--- config.mk ---
export PLATFORM = sky130hd
export DESIGN_NAME = lltuv_cordic_step
export DESIGN_NICKNAME = d
export VERILOG_FILES = /design/src/design/lltuv_pkg.sv /design/src/design/lltuv_cordic_step.sv
export SDC_FILE = /design/constraint.sdc
export NUM_CORES = 1
export LEC_CHECK = 0
export BUFFER_PORTS_ARGS = -buffer_cell sky130_fd_sc_hd__buf_2
export CAP_MARGIN = 20
export CELL_PAD_IN_SITES_DETAIL_PLACEMENT = 0
export CELL_PAD_IN_SITES_GLOBAL_PLACEMENT = 2
export CORE_ASPECT_RATIO = 0.8
export CORE_UTILIZATION = 30
export DETAILED_ROUTE_END_ITERATION = 16
export GPL_ROUTABILITY_DRIVEN = 0
export PLACE_DENSITY = 0.81
export SYNTH_ARGS = -nofsm -noshare
export SYNTH_HDL_FRONTEND = slang
export SYNTH_SLANG_ARGS = --single-unit
--- constraint.sdc ---
create_clock -name clk -period 2.9 [get_ports clk]
set_input_delay 0.29 -clock clk [delete_from_list [all_inputs] [get_ports clk]]
set_output_delay 0.29 -clock clk [all_outputs]
set_load 0.03 [all_outputs]
--- src/design/lltuv_pkg.sv ---
package lltuv_pkg;

    // Field widths
    localparam int LON_W = 25;
    localparam int LAT_W = 24;
    localparam int OUT_W = 18;
    localparam int IN_TDATA_W  = 56;
    localparam int OUT_TDATA_W = 56;

    // CORDIC datapath: angles in degrees Q24, x/y in Q30
    localparam int ANG_W  = 32;
    localparam int XY_W   = 32;
    localparam int PROD_W = 2 * XY_W;
    localparam int MAX_STEPS = 32;

    localparam logic signed [XY_W-1:0] CORDIC_GAIN_Q30 = 32'sd652032874;

    // Clamp bounds, degrees Q16
    localparam logic signed [LON_W-1:0] LON_HALF_TURN = 25'sd11796480;
    localparam logic signed [LON_W-1:0] LON_QUARTER   = 25'sd5898240;
    localparam logic signed [LAT_W-1:0] LAT_QUARTER   = 24'sd5898240;

    // Unit value of the outputs
    localparam int ONE_OUT = 65536;

    // atan(2^-i) in degrees, Q24, round to nearest
    localparam logic signed [ANG_W-1:0] ATAN_DEG_Q24 [MAX_STEPS] = '{
        32'sd754974720, 32'sd445687602, 32'sd235489088, 32'sd119537938,
        32'sd60000934,  32'sd30029717,  32'sd15018523,  32'sd7509720,
        32'sd3754917,   32'sd1877466,   32'sd938734,    32'sd469367,
        32'sd234684,    32'sd117342,    32'sd58671,     32'sd29335,
        32'sd14668,     32'sd7334,      32'sd3667,      32'sd1833,
        32'sd917,       32'sd458,       32'sd229,       32'sd115,
        32'sd57,        32'sd29,        32'sd14,        32'sd7,
        32'sd4,         32'sd2,         32'sd1,         32'sd0
    };

endpackage

--- src/design/lltuv_cordic_step.sv ---
module lltuv_cordic_step #(
    parameter int STEP = 0
) (
    input  logic                                 clk,
    input  logic                                 en,
    input  logic signed [lltuv_pkg::XY_W-1:0]    x_in,
    input  logic signed [lltuv_pkg::XY_W-1:0]    y_in,
    input  logic signed [lltuv_pkg::ANG_W-1:0]   z_in,
    output logic signed [lltuv_pkg::XY_W-1:0]    x_out_reg,
    output logic signed [lltuv_pkg::XY_W-1:0]    y_out_reg,
    output logic signed [lltuv_pkg::ANG_W-1:0]   z_out_reg
);
    import lltuv_pkg::*;

    logic signed [XY_W-1:0]  dx;
    logic signed [XY_W-1:0]  dy;
    logic signed [XY_W-1:0]  x_next;
    logic signed [XY_W-1:0]  y_next;
    logic signed [ANG_W-1:0] z_next;

    // floor shifts of the old values
    assign dx = y_in >>> STEP;
    assign dy = x_in >>> STEP;

    always_comb
    begin
        if (!z_in[ANG_W-1])
        begin
            x_next = x_in - dx;
            y_next = y_in + dy;
            z_next = z_in - ATAN_DEG_Q24[STEP];
        end
        else
        begin
            x_next = x_in + dx;
            y_next = y_in - dy;
            z_next = z_in + ATAN_DEG_Q24[STEP];
        end
    end

    always_ff @(posedge clk)
    begin
        if (en)
        begin
            x_out_reg <= x_next;
            y_out_reg <= y_next;
            z_out_reg <= z_next;
        end
    end

endmodule

======== Yosys cells after proc, flatten, opt, wreduce, memory -nomap -nowiden ========
Cells that the tools add are included.
storage, ports and cells
  output and inout bits ................... 96
  word-level logic and storage cells ...... 11
  input port bits ......................... 98
  register bits ........................... 96
cells by class
  $add $sub $neg .......................... 5
  muxes and demuxes ....................... 3
operators with widths
  operator                  count
  $mux W32                  3
  $sub A32 B32 Y32          2
  $add A32 B31 Y32 const B  1
  $add A32 B32 Y32          1
  $sub A32 B31 Y32 const B  1

======== Depth between registers and ports, before layout ========
  depth after elaboration ................. 2
  gate-level depth with buffers ........... 13
  gate-level depth less buffers ........... 12

======== Least setup slack after synthesis ========
Ideal clock, no wire load.
  path type ............................... input port to flip-flop
  from .................................... input port x_in[15] (netlist name)
  to ...................................... register x_out_reg[26] (netlist name) (data pin)
  stages on the path ...................... 11
  setup slack ............................. 0.074 ns
  data required time ...................... 2.642 ns
  data arrival time ....................... 2.568 ns
  setup time .............................. 0.258 ns
  path buffers ............................ 1
  path through ............................ inv_1 > ha_1 > buf_6 > or2_4 > or3_1 > or4_4 > o22ai_2 > nor2_2 > o31a_1 > a22o_1 > xnor2_1
on the way
  word-level cells in the longest chain between the ends .. 2
  elaborated cells between the ends (all ways) .. 3
  classes of those cells .................. add/sub (2); mux (1)
RTL lines
  element                                                      line                                              source
  start: declaration                                           lltuv_cordic_step.sv:6                            input logic signed [lltuv_pkg::XY_W-1:0] x_in,
  $sub A32 B32 Y32 / $add A32 B32 Y32 (equally long branches)  lltuv_cordic_step.sv:29, lltuv_cordic_step.sv:35
  $mux W32 (*)                                                 lltuv_cordic_step.sv:27                           if (!z_in[ANG_W-1])
  net x_next[26]                                               lltuv_cordic_step.sv:17                           logic signed [XY_W-1:0] x_next;
  end signal: assignment                                       lltuv_cordic_step.sv:45                           x_out_reg <= x_next;
  end: declaration                                             lltuv_cordic_step.sv:9                            output logic signed [lltuv_pkg::XY_W-1:0] x_out_reg,
Mark *: on every way through the listed nets, which the timed path passes. The rest lies on a longest branch.
A chain may end at the register's enable or synchronous reset.

======== Worst setup path in the final report ========
  from .................................... input port x_in[2] (netlist name)
  to ...................................... register y_out_reg[18] (netlist name) (data pin)
on the way
  word-level cells in the longest chain between the ends .. 2
  elaborated cells between the ends (all ways) .. 3
  classes of those cells .................. add/sub (2); mux (1)
RTL lines
  element                                                      line                                              source
  $add A32 B32 Y32 / $sub A32 B32 Y32 (equally long branches)  lltuv_cordic_step.sv:30, lltuv_cordic_step.sv:36
  $mux W32 (*)                                                 lltuv_cordic_step.sv:27
  net y_next[18]                                               lltuv_cordic_step.sv:18                           logic signed [XY_W-1:0] y_next;
  end signal: assignment                                       lltuv_cordic_step.sv:46                           y_out_reg <= y_next;
  end: declaration                                             lltuv_cordic_step.sv:10                           output logic signed [lltuv_pkg::XY_W-1:0] y_out_reg,
Marked as above.

==> impl_metrics.csv <==
group,metric,value,unit
run_status,status,"completed",
setup_path,start_kind,"input port",
global_routing,grt_usage,0.198,
logic_synthesis,yosys.area_share.simple,0.112,
placed_design,place.port_buffers,193,
global_routing,grt_pass1_vias,8098,
setup_path,critPathKind,"input port to flip-flop",
placed_design,dpl_cell_area,11200,um^2
finish,finalNetCount,1513,
floorplan,start_util,0.309,
detailed_routing,drtPass1Iterations,5,
timing,timing.final.crit_share,0.962,
setup_path,cp_cell_sequence,"buf_2 -> inv_1 -> ha_1 -> buf_4 -> nor2b_1 -> o21ai_1 -> buf_4 -> a21oi_1 -> a221oi_2 -> buf_4 -> buf_4 -> o21a_1 -> o31ai_1 -> mux2i_1 -> xnor2_1",
timing,tightest_slew,0.631,ns
floorplan,design.die.area,29100,um^2
setup_path,critPathTopFamily,"compound AO/OA/AOI/OAI gates",
finish,diodes,0,
detailed_routing,drcViolationCount,0,
finish,area_growth,36.2,%
timing,finalSetupViolations,0,
setup_path,cp_num_buf_inv,6,
cts,cts_root_buf,"clkbuf_16",
cts,clk_pin_slew,0.08,ns
min_path,min_path_type,"input port to flip-flop",
cts,ctsHoldBuffers,0,
logic_synthesis,synthTopCellsByCount,"a21oi_1, ha_1, inv_1",
setup_path,max_stage_delay,0.35,ns
logic_synthesis,muxShareOfSynthArea,0.0107,
logic_synthesis,synthAdderAreaFrac,0.166,
detailed_routing,antenna_left,0,
timing,fin_crit,2.79,ns
global_routing,grt_pass1_wl,44900,um
setup_path,critPathRequiredTime,3.06,ns
placed_design,dp_hpwl,24100,um
logic_synthesis,synth_most_common_cell,"a21oi_1",
setup_path,arrival,2.95,ns
logic_synthesis,ys_async_sr_fraction,0,
logic_synthesis,ys_seq_area_frac,0.335,
detailed_routing,avgViaCountPerCell,4.98,
logic_synthesis,ys_ff_latch,95,
floorplan,die_h,153,um
finish,drive_gt1_frac,0.328,
setup_path,worst-path-stages,15,
floorplan,core_area,27600,um^2
logic_synthesis,synthCells,952,
timing,rsz0062_at_grt,"no",
detailed_routing,wl,29100,um
global_routing,grt.met2_usage,0.295,
global_routing,grt_overflow_total,0,
finish,fillers,2795,
pwr,ir_worst_vdd,342,uV
logic_synthesis,postSynthAreaPerCell,8.95,um^2
logic_synthesis,synth_edf_count,95,
global_routing,grt_max_degree,50,
logic_synthesis,synth_top_cell_area_share,0.335,
cts,cts_tree,"done",
timing,slew_headroom,0.575,
global_routing,gr-usage-met3,0.0352,
global_routing,antenna_found_initial,0,
setup_path,cp_slowest_cell,"ha_1",
logic_synthesis,synth_top_family_by_area,"compound AO/OA/AOI/OAI gates",
pwr,leakage,5.38,nW
logic_synthesis,synthXorXnorAreaFrac,0.0689,
global_routing,use_met1,0.292,
detailed_routing,wl_per_cell,17.4,um
setup_path,cp_max_fo,5,
floorplan,die_w,190,um
logic_synthesis,yosys.area.top_type,"edfxtp_1",
setup_path,crit_top_cell,"buf_4",
timing,slew_violations,0,
detailed_routing,vias,8332,
logic_synthesis,synth_area_leaders,"edfxtp_1, ha_1, a21oi_1, xnor2_1, inv_1",
logic_synthesis,synthFlopType,"edfxtp_1",
setup_path,cp-end-kind,"flip-flop",
pwr,powerDensity,470,nW/um^2
cts,cts_sinks,95,
logic_synthesis,synth_compound_area_frac,0.241,
timing,max_freq,358,MHz
floorplan,boundaryPins,194,
run,max_cap_violations,0,
logic_synthesis,synth_nets,1161,
cts,cts.htree.levels,3,
finish,final_cell_area,11600,um^2
pwr,total_power,0.00545,W
cts,cts-buffers-inserted,9,
floorplan,rows,54,
logic_synthesis,netlist_area,8520,um^2
global_routing,top_usage_layer,"met2",
logic_synthesis,yosysWarnings,0,
cts,cts_buffer_depth,2,
timing,hold_viol_final,0,
detailed_routing,dr.first_iter.drc_count,684,
logic_synthesis,yosysUniqueCellTypes,68,
min_path,min_path_cells,1,
[final timing paths]
kind	to	from	slack, ns
setup / recovery	y_out_reg[18]$_DFFE_PP_	x_in[2]	0.11
hold / removal	z_out_reg[10]$_DFFE_PP_	z_in[10]	0.11
[layout by cell type, fill, tap and decap left out, drive strengths merged, types with 6 or more instances in the layout]
cell      n
o21bai   19
nor2b    11
nand2    41
o21a      9
mux2i     8
buf     383
xor2      7
a21o     19
o31ai    10
or3       8
edfxtp   95
ha      108
nor2     76
o211ai   10
nand3    16
clkbuf    9
a21oi   113
inv     104
xnor2    60
nand2b    6
o21ai    67
a211oi   18
clkinv    6
a221o     7
a31oi     9
nor3     20
[repair_timing]
item | 4_1_cts | 5_1_grt
pin swaps | 0 | 6
setup buffers | 0 | 1
endpoints found under the setup margin | 2 | 13
gates resized for setup | 2 | 15
[metal layers]
| layer | wire length [um] | up-vias | part of all wire |
|---|---|---|---|
| met5 | 0 | - | 0 |
| met4 | 416 | 0 | 0.014 |
| met3 | 2090 | 22 | 0.072 |
| met2 | 12100 | 315 | 0.42 |
| met1 | 14500 | 3882 | 0.50 |
| li1 | - | 4113 | - |
[final cells by class]
| cell class | instances | area, um^2 | share of cell area |
|---|---|---|---|
| Tap cell | 364 | 455 | 0.0393 |
| Multi-Input combinational cell | 712 | 5180 | 0.447 |
| Clock buffer | 9 | 225 | 0.0194 |
| Clock inverter | 7 | 61.3 | 0.00529 |
| Sequential cell | 95 | 2850 | 0.246 |
| Inverter | 103 | 387 | 0.0333 |
| Timing Repair Buffer | 383 | 2430 | 0.210 |
[report_power, final]
part	switching, W	leakage [nW]	internal [W]	total [W]
logic	0.00148	4.31	0.000949	0.00243
clock network	0.000587	0.142	0.000603	0.00119
registers	0.0000588	0.930	0.00178	0.00184
total	0.00212	5.38	0.00333	0.00545
[stage by stage]
stage	instances	utilization	hold slack, ns	setup slack [ns]	TNS (ns)
after floorplan	952	-	0.389	0.0739	0
after global placement	1656	0.407	0.466	-0.381	-6.48
after detailed placement	1656	0.407	0.468	-0.378	-6.65
after CTS	1672	0.418	0.0908	0.0319	0
after global routing	1673	0.421	0.0833	0.00162	0
final	1673	0.421	0.106	0.109	0
[cells by family (layout without fill, tap and decap cells)]
kind of cell	Yosys count	after routing
AOI/OAI and AO/OA	323	323
adders and majority gates	111	111
xor gates and xnor gates	67	67
buffers and inverters	145	502
muxes	9	9
and+or+nand+nor	202	202
DFF	95	95
No activity file was read; power rests on OpenSTA's default activity.
